**src/sv/cdmc_pkg.sv**
```systemverilog
// Shared types, widths and calibration tables for the dual motor command block.
// Used by cdmc_lookup and calibrated_dual_motor_command; depends on nothing.
`timescale 1ns / 1ps

package cdmc_pkg;

    localparam int CAL_POINTS = 13;
    localparam int DUTY_BITS  = 10;

    localparam int VEL_W  = 12;                 // velocity command
    localparam int X_W    = 11;                 // breakpoint
    localparam int Y_W    = 9;                  // duty point
    localparam int IDX_W  = $clog2(CAL_POINTS);
    localparam int DY_W   = Y_W + 1;            // difference of two duty points
    localparam int SPAN_W = X_W;                // positive segment span
    localparam int DV_W   = X_W;                // offset into a segment, never above span
    localparam int PROD_W = DY_W + DV_W;
    localparam int QUO_W  = DY_W;               // quotient never exceeds |dy|
    localparam int RES_W  = Y_W + 2;            // interpolated value
    localparam int SAT_W  = (RES_W > DUTY_BITS) ? RES_W : DUTY_BITS;
    localparam int CNT_W  = $clog2(QUO_W);

    localparam logic [DUTY_BITS-1:0] DUTY_MAX = '1;

    typedef logic signed [X_W-1:0] t_xpt;
    typedef logic signed [Y_W-1:0] t_ypt;

    localparam t_xpt SPEED_BP [CAL_POINTS] = '{
        -11'sd1000, -11'sd500, -11'sd300, -11'sd200, -11'sd100, -11'sd1, 11'sd0,
        11'sd1, 11'sd100, 11'sd200, 11'sd300, 11'sd500, 11'sd1000
    };

    localparam t_ypt DUTY_A [CAL_POINTS] = '{
        -9'sd232, -9'sd130, -9'sd85, -9'sd64, -9'sd41, -9'sd30, 9'sd30,
        9'sd0, 9'sd34, 9'sd55, 9'sd75, 9'sd118, 9'sd223
    };

    localparam t_ypt DUTY_B [CAL_POINTS] = '{
        -9'sd227, -9'sd118, -9'sd76, -9'sd55, -9'sd34, -9'sd16, 9'sd0,
        9'sd25, 9'sd33, 9'sd55, 9'sd75, 9'sd119, 9'sd225
    };

    typedef struct packed {
        logic signed [VEL_W-1:0] left_velocity;
        logic signed [VEL_W-1:0] right_velocity;
    } t_cmd_word;

    typedef struct packed {
        logic                 standby_on;
        logic                 left_forward;
        logic                 right_forward;
        logic [DUTY_BITS-1:0] left_duty;
        logic [DUTY_BITS-1:0] right_duty;
        logic                 updated;
    } t_res_word;

    // Request from the sequencer to the lookup unit; motor 0 is left, 1 is right.
    typedef struct packed {
        logic start;
        logic motor;
    } t_lkp_req;

    typedef struct packed {
        logic                 done;
        logic [DUTY_BITS-1:0] duty;
    } t_lkp_stat;

    function automatic t_ypt duty_pt(input logic motor, input logic [IDX_W-1:0] idx);
        duty_pt = motor ? DUTY_B[idx] : DUTY_A[idx];
    endfunction

    // Absolute value, saturated to the duty range.
    function automatic logic [DUTY_BITS-1:0] to_duty(input logic signed [RES_W-1:0] val);
        logic [RES_W-1:0] mag;
        logic [SAT_W-1:0] wide;
        mag  = val[RES_W-1] ? RES_W'(-val) : RES_W'(val);
        wide = SAT_W'(mag);
        if (wide > SAT_W'(DUTY_MAX)) begin
            to_duty = DUTY_MAX;
        end else begin
            to_duty = DUTY_BITS'(wide);
        end
    endfunction

endpackage

```
**src/sv/calibrated_dual_motor_command.sv**
```systemverilog
// Dual motor command: standby, direction and calibrated PWM duty per velocity pair.
// An unchanged pair goes straight to the output state; a changed pair runs the shared
// lookup unit twice, left then right (segment search, multiply, bit-serial divide).
// Throughput: one word at a time; the input stalls until the result is in the output register.
// Reset (synchronous, active low): held commands, directions and duties clear to zero.
// Depends on cdmc_pkg and cdmc_lookup.
`timescale 1ns / 1ps

module calibrated_dual_motor_command (
    input  logic                   i_clk,
    input  logic                   i_rst_n,
    input  logic                   i_in_valid,
    output logic                   o_in_stall,
    input  cdmc_pkg::t_cmd_word    i_in_word,
    output logic                   o_out_valid,
    input  logic                   i_out_stall,
    output cdmc_pkg::t_res_word    o_out_word
);

    localparam int VEL_W     = cdmc_pkg::VEL_W;
    localparam int DUTY_BITS = cdmc_pkg::DUTY_BITS;

    // Sequencer: IDLE takes a word, LEFT and RIGHT each run one lookup,
    // OUT waits for room in the output register.
    typedef enum logic [3:0] {
        ST_IDLE  = 4'b0001,
        ST_LEFT  = 4'b0010,
        ST_RIGHT = 4'b0100,
        ST_OUT   = 4'b1000
    } t_top_state;

    t_top_state                 r_state, n_state;
    logic signed [VEL_W-1:0]    r_prev_left, n_prev_left;
    logic signed [VEL_W-1:0]    r_prev_right, n_prev_right;
    logic [1:0]                 r_dirs, n_dirs;          // bit 0 left, bit 1 right
    logic [DUTY_BITS-1:0]       r_left_duty, n_left_duty;
    logic [DUTY_BITS-1:0]       r_right_duty, n_right_duty;
    logic                       r_standby, n_standby;
    logic                       r_updated, n_updated;
    cdmc_pkg::t_lkp_req         r_req, n_req;
    logic signed [VEL_W-1:0]    r_vel, n_vel;
    logic                       r_out_valid, n_out_valid;
    cdmc_pkg::t_res_word        r_out_word, n_out_word;

    cdmc_pkg::t_lkp_stat        w_stat;
    logic                       w_in_acc;
    logic                       w_out_free;
    logic                       w_changed;

    cdmc_lookup u_lookup (
        .i_clk      (i_clk),
        .i_rst_n    (i_rst_n),
        .i_req      (r_req),
        .i_velocity (r_vel),
        .o_stat     (w_stat)
    );

    assign o_in_stall = (r_state != ST_IDLE);
    assign w_in_acc   = i_in_valid && (r_state == ST_IDLE);
    assign w_out_free = !r_out_valid || !i_out_stall;
    assign w_changed  = (i_in_word.left_velocity != r_prev_left) ||
                        (i_in_word.right_velocity != r_prev_right);

    always_comb begin
        n_state      = r_state;
        n_prev_left  = r_prev_left;
        n_prev_right = r_prev_right;
        n_dirs       = r_dirs;
        n_left_duty  = r_left_duty;
        n_right_duty = r_right_duty;
        n_standby    = r_standby;
        n_updated    = r_updated;
        n_req.start  = 1'b0;
        n_req.motor  = r_req.motor;
        n_vel        = r_vel;
        n_out_word   = r_out_word;
        // drop the output word once taken
        n_out_valid  = r_out_valid && i_out_stall;

        case (r_state)
            ST_IDLE: begin
                if (w_in_acc) begin
                    n_standby = (i_in_word.left_velocity == '0) &&
                                (i_in_word.right_velocity == '0);
                    if (w_changed) begin
                        // latch the new pair and directions, then start the left lookup
                        n_prev_left  = i_in_word.left_velocity;
                        n_prev_right = i_in_word.right_velocity;
                        n_dirs[0]    = (i_in_word.left_velocity > 0);
                        n_dirs[1]    = (i_in_word.right_velocity > 0);
                        n_updated    = 1'b1;
                        n_req.start  = 1'b1;
                        n_req.motor  = 1'b0;
                        n_vel        = i_in_word.left_velocity;
                        n_state      = ST_LEFT;
                    end else begin
                        // same pair as before: hold everything, report no update
                        n_updated = 1'b0;
                        n_state   = ST_OUT;
                    end
                end
            end
            ST_LEFT: begin
                if (w_stat.done) begin
                    n_left_duty = w_stat.duty;
                    n_req.start = 1'b1;
                    n_req.motor = 1'b1;
                    n_vel       = r_prev_right;
                    n_state     = ST_RIGHT;
                end
            end
            ST_RIGHT: begin
                if (w_stat.done) begin
                    n_right_duty = w_stat.duty;
                    n_state      = ST_OUT;
                end
            end
            ST_OUT: begin
                // advance into the output register as soon as it has room
                if (w_out_free) begin
                    n_out_word.standby_on    = r_standby;
                    n_out_word.left_forward  = r_dirs[0];
                    n_out_word.right_forward = r_dirs[1];
                    n_out_word.left_duty     = r_left_duty;
                    n_out_word.right_duty    = r_right_duty;
                    n_out_word.updated       = r_updated;
                    n_out_valid              = 1'b1;
                    n_state                  = ST_IDLE;
                end
            end
            default: begin
                n_state = ST_IDLE;
            end
        endcase
    end

    always_ff @(posedge i_clk) begin
        if (!i_rst_n) begin
            r_state      <= ST_IDLE;
            r_prev_left  <= '0;
            r_prev_right <= '0;
            r_dirs       <= '0;
            r_left_duty  <= '0;
            r_right_duty <= '0;
            r_req        <= '0;
            r_out_valid  <= 1'b0;
        end else begin
            r_state      <= n_state;
            r_prev_left  <= n_prev_left;
            r_prev_right <= n_prev_right;
            r_dirs       <= n_dirs;
            r_left_duty  <= n_left_duty;
            r_right_duty <= n_right_duty;
            r_req        <= n_req;
            r_out_valid  <= n_out_valid;
        end
    end

    always_ff @(posedge i_clk) begin
        r_standby  <= n_standby;
        r_updated  <= n_updated;
        r_vel      <= n_vel;
        r_out_word <= n_out_word;
    end

    assign o_out_valid = r_out_valid;
    assign o_out_word  = r_out_word;

    // A lookup result only arrives while the sequencer waits for one.
    a_done_in_lookup: assert property (@(posedge i_clk) disable iff (!i_rst_n)
        w_stat.done |-> (r_state == ST_LEFT || r_state == ST_RIGHT))
        else $error("lookup result outside a lookup state");

    // A taken word closes the input until its result is registered.
    a_accept_busy: assert property (@(posedge i_clk) disable iff (!i_rst_n)
        w_in_acc |=> o_in_stall)
        else $error("input open straight after accepting a word");

    // The lookup unit never answers in the cycle after a start.
    a_start_gap: assert property (@(posedge i_clk) disable iff (!i_rst_n)
        r_req.start |=> !w_stat.done)
        else $error("lookup result too early after start");

endmodule

```
**src/sv/cdmc_lookup.sv**
```systemverilog
// Shared piecewise-linear lookup unit: segment search, one multiply, bit-serial divide.
// Depends on cdmc_pkg.
`timescale 1ns / 1ps

module cdmc_lookup (
    input  logic                                    i_clk,
    input  logic                                    i_rst_n,
    input  cdmc_pkg::t_lkp_req                      i_req,
    input  logic signed [cdmc_pkg::VEL_W-1:0]       i_velocity,
    output cdmc_pkg::t_lkp_stat                     o_stat
);

    localparam int VEL_W  = cdmc_pkg::VEL_W;
    localparam int X_W    = cdmc_pkg::X_W;
    localparam int IDX_W  = cdmc_pkg::IDX_W;
    localparam int DY_W   = cdmc_pkg::DY_W;
    localparam int SPAN_W = cdmc_pkg::SPAN_W;
    localparam int DV_W   = cdmc_pkg::DV_W;
    localparam int PROD_W = cdmc_pkg::PROD_W;
    localparam int QUO_W  = cdmc_pkg::QUO_W;
    localparam int RES_W  = cdmc_pkg::RES_W;
    localparam int CNT_W  = cdmc_pkg::CNT_W;

    typedef enum logic [5:0] {
        S_IDLE   = 6'b000001,
        S_SEARCH = 6'b000010,
        S_MUL    = 6'b000100,
        S_LOAD   = 6'b001000,
        S_DIV    = 6'b010000,
        S_FIN    = 6'b100000
    } t_lkp_state;

    t_lkp_state                          r_state, n_state;
    logic signed [VEL_W-1:0]             r_vel, n_vel;
    logic                                r_motor, n_motor;
    logic [IDX_W-1:0]                    r_idx, n_idx;
    logic [PROD_W-1:0]                   r_prod, n_prod;
    logic                                r_neg, n_neg;
    logic [SPAN_W-1:0]                   r_span, n_span;
    cdmc_pkg::t_ypt                      r_base, n_base;
    logic [SPAN_W-1:0]                   r_rem, n_rem;
    logic [QUO_W-1:0]                    r_qd, n_qd;
    logic [CNT_W-1:0]                    r_cnt, n_cnt;
    logic                                r_done, n_done;
    logic [cdmc_pkg::DUTY_BITS-1:0]      r_duty, n_duty;

    logic [IDX_W-1:0]                    w_idx_nx;
    cdmc_pkg::t_xpt                      w_x_lo, w_x_hi;
    cdmc_pkg::t_ypt                      w_y_lo, w_y_hi;
    logic signed [DY_W-1:0]              w_dy;
    logic [DY_W-1:0]                     w_dy_mag;
    logic signed [X_W:0]                 w_span_s;
    logic signed [VEL_W:0]               w_dv_s;
    logic [PROD_W-1:0]                   w_prod;
    logic [SPAN_W:0]                     w_sh;
    logic                                w_fit;
    logic signed [RES_W-1:0]             w_res;

    assign w_idx_nx = r_idx + IDX_W'(1);
    assign w_x_lo   = cdmc_pkg::SPEED_BP[r_idx];
    assign w_x_hi   = cdmc_pkg::SPEED_BP[w_idx_nx];
    assign w_y_lo   = cdmc_pkg::duty_pt(r_motor, r_idx);
    assign w_y_hi   = cdmc_pkg::duty_pt(r_motor, w_idx_nx);
    assign w_dy     = DY_W'(w_y_hi) - DY_W'(w_y_lo);
    assign w_dy_mag = w_dy[DY_W-1] ? DY_W'(-w_dy) : DY_W'(w_dy);
    assign w_span_s = (X_W+1)'(w_x_hi) - (X_W+1)'(w_x_lo);
    assign w_dv_s   = (VEL_W+1)'(r_vel) - (VEL_W+1)'(w_x_lo);
    assign w_prod   = PROD_W'(w_dy_mag) * PROD_W'(w_dv_s[DV_W-1:0]);

    // one restoring step per cycle
    assign w_sh  = {r_rem, r_qd[QUO_W-1]};
    assign w_fit = (w_sh >= {1'b0, r_span});

    assign w_res = r_neg ? (RES_W'(r_base) - RES_W'(r_qd)) : (RES_W'(r_base) + RES_W'(r_qd));

    always_comb begin
        n_state = r_state;
        n_vel   = r_vel;
        n_motor = r_motor;
        n_idx   = r_idx;
        n_prod  = r_prod;
        n_neg   = r_neg;
        n_span  = r_span;
        n_base  = r_base;
        n_rem   = r_rem;
        n_qd    = r_qd;
        n_cnt   = r_cnt;
        n_done  = 1'b0;
        n_duty  = r_duty;
        case (r_state)
            S_IDLE: begin
                if (i_req.start) begin
                    n_vel   = i_velocity;
                    n_motor = i_req.motor;
                    n_qd    = '0;
                    n_neg   = 1'b0;
                    if (i_velocity > cdmc_pkg::SPEED_BP[cdmc_pkg::CAL_POINTS-1]) begin
                        n_base  = cdmc_pkg::duty_pt(i_req.motor,
                                                   IDX_W'(cdmc_pkg::CAL_POINTS-1));
                        n_state = S_FIN;
                    end else if (i_velocity <= cdmc_pkg::SPEED_BP[0]) begin
                        n_base  = cdmc_pkg::duty_pt(i_req.motor, IDX_W'(0));
                        n_state = S_FIN;
                    end else begin
                        n_idx   = IDX_W'(cdmc_pkg::CAL_POINTS-2);
                        n_state = S_SEARCH;
                    end
                end
            end
            S_SEARCH: begin
                // walk down until the breakpoint lies below the command
                if (w_x_lo < r_vel) begin
                    n_state = S_MUL;
                end else begin
                    n_idx = r_idx - IDX_W'(1);
                end
            end
            S_MUL: begin
                n_base = w_y_lo;
                if (w_span_s <= 0) begin
                    n_qd    = '0;
                    n_neg   = 1'b0;
                    n_state = S_FIN;
                end else begin
                    n_prod  = w_prod;
                    n_neg   = w_dy[DY_W-1];
                    n_span  = w_span_s[SPAN_W-1:0];
                    n_state = S_LOAD;
                end
            end
            S_LOAD: begin
                // quotient fits QUO_W bits, so the top of the product is below the span
                n_rem   = r_prod[PROD_W-1:QUO_W];
                n_qd    = r_prod[QUO_W-1:0];
                n_cnt   = '0;
                n_state = S_DIV;
            end
            S_DIV: begin
                n_rem = w_fit ? SPAN_W'(w_sh - {1'b0, r_span}) : w_sh[SPAN_W-1:0];
                n_qd  = {r_qd[QUO_W-2:0], w_fit};
                n_cnt = r_cnt + CNT_W'(1);
                if (r_cnt == CNT_W'(QUO_W-1)) begin
                    n_state = S_FIN;
                end
            end
            S_FIN: begin
                n_duty  = cdmc_pkg::to_duty(w_res);
                n_done  = 1'b1;
                n_state = S_IDLE;
            end
            default: begin
                n_state = S_IDLE;
            end
        endcase
    end

    always_ff @(posedge i_clk) begin
        if (!i_rst_n) begin
            r_state <= S_IDLE;
            r_done  <= 1'b0;
        end else begin
            r_state <= n_state;
            r_done  <= n_done;
        end
    end

    always_ff @(posedge i_clk) begin
        r_vel   <= n_vel;
        r_motor <= n_motor;
        r_idx   <= n_idx;
        r_prod  <= n_prod;
        r_neg   <= n_neg;
        r_span  <= n_span;
        r_base  <= n_base;
        r_rem   <= n_rem;
        r_qd    <= n_qd;
        r_cnt   <= n_cnt;
        r_duty  <= n_duty;
    end

    assign o_stat.done = r_done;
    assign o_stat.duty = r_duty;

endmodule

```
**config.mk**
```make
export PLATFORM = sky130hd
export DESIGN_NAME = calibrated_dual_motor_command
export DESIGN_NICKNAME = d
export VERILOG_FILES = /design/src/sv/cdmc_pkg.sv /design/src/sv/calibrated_dual_motor_command.sv /design/src/sv/cdmc_lookup.sv
export SDC_FILE = /design/constraint.sdc
export NUM_CORES = 1
export LEC_CHECK = 0
export CAP_MARGIN = 40
export CORE_MARGIN = 8
export CORE_UTILIZATION = 50
export DETAILED_ROUTE_END_ITERATION = 8
export DONT_BUFFER_PORTS = 1
export PLACE_DENSITY = 0.67
export SLEW_MARGIN = 10
export SYNTH_ARGS = -nofsm -noshare
export SYNTH_HDL_FRONTEND = slang
export SYNTH_SLANG_ARGS = --single-unit
```
**constraint.sdc**
```tcl
create_clock -name i_clk -period 17.7 [get_ports i_clk]
set_input_delay 4.425 -clock i_clk [delete_from_list [all_inputs] [get_ports i_clk]]
set_output_delay 4.425 -clock i_clk [all_outputs]
set_load 0.02 [all_outputs]
```
==> impl_metrics.toml, run 1 <==
[placement]
placed_cell_area_mm2 = 0.01586
place_hpwl_um = 27920
gp_congestion = 0.9276
port_buffers = 0

[floorplan]
die_height_um = 191.3
num_rows = 64
die_x_um = 191.3
core_mm2 = 0.03043
dieArea_mm2 = 0.03660
initial_core_util_pct = 50.50
ios = 54

[run]
max_cap_violations = 0

[synth]
syn_inst = 1640
syn-num-nets = 1888
synth_seq_cells = 192
synthArstFlopShare_pct = 0
synth-edff-count = 132
ys_top_cells_by_area = "edfxtp_1, ha_1, fa_1, dfxtp_1, nor2_1"
ys_types = 78
syn-cell-area_mm2 = 0.01537
yosys.area.top_type = "edfxtp_1"
ys.flop_type = "edfxtp_1"
synth_top_area_share_pct = 25.80
ys.warnings.count = 0
yosysSeqAreaShare_pct = 33.61
yosysMostFrequentCell = "nor2_1"
synth_area_per_cell_um2 = 9.370
synth_common_cells = "nor2_1, inv_1, ha_1, nand2_1, edfxtp_1"

[global_route]
grt_max_degree = 51
gr-usage-all-layers_pct = 20.11
overflow = 0
antenna_found_initial = 0
grt_pass1_wl_um = 59310
grt_pass1_vias = 11450

[clock_network]
clk_latency_ns = 0.44
cts_setup_buffers = 0
root_buffer = "clkbuf_16"
htreeDepth = 4
hold_buffers = 0
clk_pin_slew_worst_paths_ns = 0.08
numClockSinks = 192
cts_tree = "yes"
post_cts_resized = 0
cts-buffers-inserted = 17
clock_path_buffers = 2

[sta]
relSlewSlack_pct = 39.31
min_period_ns = 10.40
tns_ns = 0
fin_crit_sh_pct = 58.76
tightestPinTransition_ns = 0.9073
clock_skew_ns = 0.01921
rsz0062_at_grt = "no"
drv_slew = 0
setup_viol = 0
hold_violations = 0
clock.fmax_mhz = 96.15

[drt]
drc = 0
highest_layer = "met4"
routed-wl-met2_um = 16520
drt_iter0_markers = 834
ant_nets = 0
totalWireLength_um = 35510
post_drt_via_cell_ratio = 5.658
first_pass_iters = 5
via_count = 11510
wl_met1_um = 16540
wl_met3_um = 1687
post_drt_wl_per_cell_um = 17.45

[cells_and_area]
areaGrowthSynthToFinish_pct = 7.264
fillers = 2742
final_area_mm2 = 0.01648
utilization_pct = 54.17
diodes = 0
drive_above_1_share_pct = 5.796
fin_nets = 1874

[worst_setup_path]
critPathRequiredTime_ns = 17.89
cpMaxStageDelayCell = "edfxtp_1"
r2r_start = "u_lookup.r_idx[0]"
crit_arrival_ns = 10.59
cp_max_fo = 27
end_kind = "register"
critPathBufInv = 5
cp_top_family = "adder cells"
critical-path-max-stage-delay_ns = 0.81
critPathLaunchType = "register"
cp-startpoint = "u_lookup.r_idx[0]"
cp_common_cell = "fa_1"
worstSetupPathType = "reg -> reg"

[power_and_ir_drop]
power_w = 0.002945
power_density_mw_per_mm2 = 178.7
p_leak_nw = 6.955
ir_worst_vdd_v = 0.0002098

[worst_hold_path]
min_from = "r_left_duty[1]"
hold_class = "reg -> reg"

[status]
status = "finished clean"
cell type report:
| class | count | area (um2) | share of cell area [%] |
|---|---|---|---|
| Inverter | 163 | 611.8 | 3.712 |
| Sequential cell | 192 | 5165 | 31.34 |
| Multi-Input combinational cell | 1226 | 9365 | 56.82 |
| Tap cell | 396 | 495.5 | 3.006 |
| Clock inverter | 15 | 195.2 | 1.184 |
| Timing Repair Buffer | 26 | 224.0 | 1.359 |
| Clock buffer | 17 | 425.4 | 2.581 |
sequential cells by signal, indices dropped and copies added (netlist names), 4 cells and up:
register          flops
u_lookup.r_vel       12
u_lookup.r_cnt        4
u_lookup.r_qd        10
r_prev_left          12
u_lookup.r_rem       11
r_vel                12
u_lookup.r_base       9
o_out_word           24
u_lookup.r_idx        4
r_left_duty          10
r_right_duty         10
r_state               4
u_lookup.r_state      6
u_lookup.r_duty      10
r_prev_right         12
u_lookup.r_span      11
u_lookup.r_prod      21
worst paths after layout:
check / end / slack [ns] / cells past startpoint
max: u_lookup.r_prod[19] / 7.30 / 33
min reg2reg: o_out_word[12] / 0.43 / 0
min: o_out_word[12] / 0.43 / 0
max reg2reg: u_lookup.r_prod[19] / 7.30 / 33
metrics by stage:
stage,hold slack [ns],setup slack [ns],instances
after global placement,0.4050,7.726,1993
after floorplan,0.4003,8.839,1640
after global routing,0.4464,6.696,2035
final,0.4330,7.300,2035
after CTS,0.4354,7.374,2034
after detailed placement,0.4150,7.390,2002
cells in the final DEF, fill, tap and decap left out, types with 5 or more instances in the layout:
master,count
nand4_1,9
a22o_1,7
edfxtp_1,132
o211ai_1,9
nand2_1,135
or3_1,12
xnor2_1,75
buf_4,20
o31a_1,7
nor3b_1,7
nand2b_1,29
o31ai_1,13
a21oi_1,97
or2_2,7
clkbuf_16,17
nand3_1,21
o21bai_1,5
and3_1,6
inv_1,162
xor2_1,23
dfxtp_1,60
o21ai_1,6
nor2_1,175
a21o_1,12
mux2i_1,44
a31oi_1,18
o21a_1,27
and2_1,20
nor4_1,15
nor3_1,35
o21ai_0,68
fa_1,75
nor2b_1,36
ha_1,145
a211oi_1,10
mux2_2,14
cell families (layout without fill, tap and decap cells):
kind of cell             Yosys count  after routing  synth area share, %
adder cells (fa/ha/maj)          220            220                21.58
multiplexers                      59             59                4.039
buffers and inverters            222            221                5.537
AO/OA/AOI/OAI                    325            325                13.39
XOR/XNOR                          98             98                5.586
AND/OR/NAND/NOR                  524            524                16.26
flip-flops                       192            192                33.61
per-layer routing:
metal / track usage [%] / up-vias
met5: 0 / -
met4: 5.950 / 0
met3: 3.265 / 51
met2: 32.75 / 274
met1: 27.25 / 5533
li1: - / 5656
worst register-to-register path: cells and delay by family (launching register included):
kind | cells | cell delay (ns)
adders and majority gates | 10 | 4.86
DFF | 1 | 0.81
AOI/OAI and AO/OA | 7 | 1.43
xor gates and xnor gates | 1 | 0.14
and+or+nand+nor | 10 | 2.39
buffers and inverters | 5 | 0.54
power breakdown:
part / internal, W / total (W) / switching (W) / leakage (nW)
registers: 0.000590 / 0.000599 / 0.00000906 / 1.70
logic: 0.000824 / 0.00195 / 0.00112 / 4.96
clock network: 0.000196 / 0.000399 / 0.000202 / 0.302
No activity file was read; power rests on OpenSTA's default activity.
==> run 2, diff against run 1 <==
Settings changed: ABC_AREA set to 1, PLACE_DENSITY 0.67 to 0.7.
Clock period 17.7 ns to 9.54 ns, I/O delays scaled along.
==> run 2 against run 1 <==
Effect of this change:
- area after synthesis grew 1.8%
- wire length grew 13%
- setup slack lost 6.5 ns
==> impl_metrics.toml, run 2 <==
[sta]
relSlewSlack_pct = 40.13
setup_viol = 0
tightestPinTransition_ns = 0.8950
rsz0062_at_grt = "no"
min_period_ns = 8.719
clock.fmax_mhz = 114.7
drv_slew = 0
setup_ws_ns = 0.8206
clock_skew_ns = 0.01422
fin_crit_sh_pct = 91.40
tns_ns = 0
hold_violations = 0

[synth]
synth_area_per_cell_um2 = 8.000
yosysSeqAreaShare_pct = 33.01
synth-edff-count = 132
synth_common_cells = "nand2_1, inv_1, nor2_1, ha_1, a21oi_1"
synthArstFlopShare_pct = 0
ys.flop_type = "edfxtp_1"
synth_top_area_share_pct = 25.33
ys_top_cells_by_area = "edfxtp_1, ha_1, fa_1, nand2_1, inv_1"
ys_types = 57
syn-num-nets = 2204
ys.warnings.count = 0
synth_seq_cells = 192
yosys.area.top_type = "edfxtp_1"
syn_inst = 1956
yosysMostFrequentCell = "nand2_1"
syn-cell-area_mm2 = 0.01565

[drt]
totalWireLength_um = 40030
drt_iter0_markers = 801
post_drt_wl_per_cell_um = 16.91
first_pass_iters = 5
post_drt_via_cell_ratio = 5.397
drc = 0
via_count = 12780
ant_nets = 0

[worst_setup_path]
critical-path-max-stage-delay_ns = 0.57
cp_top_family = "adder cells"
cp_max_fo = 16
cp_common_cell = "nand2_1"
crit_arrival_ns = 8.90
critPathBufInv = 7
critPathRequiredTime_ns = 9.72
cpMaxStageDelayCell = "edfxtp_1"
worstSetupPathType = "reg -> reg"
end_kind = "register"
critPathLaunchType = "register"

[floorplan]
dieArea_mm2 = 0.03721
num_rows = 64
die_x_um = 192.9
initial_core_util_pct = 51.02
die_height_um = 192.9
ios = 54
core_mm2 = 0.03067

[cells_and_area]
utilization_pct = 54.88
layout_common_cells = "nand2_1, inv_1, nor2_1"
fin_nets = 2205
fillers = 2875
largest_register_ffs = 24
drive_above_1_share_pct = 5.127
mostFrequentLayoutCell = "nand2_1"
final_area_mm2 = 0.01683
areaGrowthSynthToFinish_pct = 7.556

[global_route]
grt_pass1_vias = 12910
overflow = 0
gr-usage-all-layers_pct = 22.21
grt_pass1_wl_um = 65680
grt_max_degree = 42
antenna_found_initial = 0

[clock_network]
numClockSinks = 192
root_buffer = "clkbuf_16"
cts_tree = "yes"
cts-buffers-inserted = 17
htreeDepth = 4
clock_path_buffers = 2
clk_latency_ns = 0.44
clk_pin_slew_worst_paths_ns = 0.08
hold_buffers = 0

[status]
status = "finished clean"

[run]
max_cap_violations = 0

[placement]
gp_congestion = 0.9579
place_hpwl_um = 31740
port_buffers = 0
post-place-ws_ns = 0.6019
placed_cell_area_mm2 = 0.01616

[worst_hold_path]
hold_class = "reg -> reg"
==> run 2: cell count changes after synthesis, moves of 24 or more <==
cell,previous run,this run
xor2_1,23,48
mux2i_1,44,0
nand2_1,135,390
xnor2_1,75,26
o21a_1,27,3
nand2b_1,29,1
nand3_1,21,108
a21oi_1,98,138
nor2b_1,36,0
o21ai_0,68,97
inv_1,162,337
==> run 2: worst register-to-register path: cells and delay by family (launching register included) <==
family	cells	cell delay, ns
AOI/OAI and AO/OA	5	0.92
adders and majority gates	9	4.17
DFF	1	0.57
xor gates and xnor gates	2	0.39
buffers and inverters	7	0.51
and+or+nand+nor	16	1.95
==> run 2: layer usage <==
layer | part of all wire (%) | global-route usage [%] | vias up
li1 | - | - | 6377
met1 | 44 | 28.00 | 5999
met2 | 48 | 37.73 | 335
met3 | 5.5 | 4.301 | 64
met4 | 2.9 | 7.580 | 0
met5 | 0 | 0 | -
==> run 2: cells by family after synthesis <==
kind of cell,share of synthesized area (%)
compound gates,10.99
xor+xnor,4.350
fa+ha+maj,21.19
buf+inv,9.451
flops,33.01
simple gates,21.01
==> run 2: final timing paths <==
kind                     start  slack [ns]                  end  cells past startpoint
max          u_lookup.r_idx[1]        0.82  u_lookup.r_prod[14]                     39
max reg2reg  u_lookup.r_idx[1]        0.82  u_lookup.r_prod[14]                     39
min                  r_updated        0.43        o_out_word[0]                      0
min reg2reg          r_updated        0.43        o_out_word[0]                      0
==> run 2: timing repair <==
item	in CTS	in global routing
gates resized for setup	0	2
setup buffers	0	3
endpoints found under the setup margin	0	4
==> run 2: area by class of cell <==
| class | count | area [um2] | area share (%) |
|---|---|---|---|
| Antenna cell | 1 | 2.502 | 0.01487 |
| Inverter | 344 | 1291 | 7.672 |
| Clock inverter | 15 | 212.7 | 1.264 |
| Multi-Input combinational cell | 1375 | 9027 | 53.64 |
| Clock buffer | 17 | 425.4 | 2.528 |
| Sequential cell | 192 | 5165 | 30.69 |
| Timing Repair Buffer | 27 | 210.2 | 1.249 |
| Tap cell | 396 | 495.5 | 2.944 |
==> run 2: metrics by stage <==
| step | instances | hold WS, ns |
|---|---|---|
| finish | 2367 | 0.4323 |
| global route | 2366 | 0.4456 |
| CTS | 2363 | 0.4361 |
| detailed placement | 2331 | 0.4077 |
| global placement | 2330 | 0.4121 |
| floorplan | 1956 | 0.4003 |
Power of run 2 is left out: the tool's default activity adds up to more than one toggle a clock period on the data nets, which glitch-free logic cannot reach.
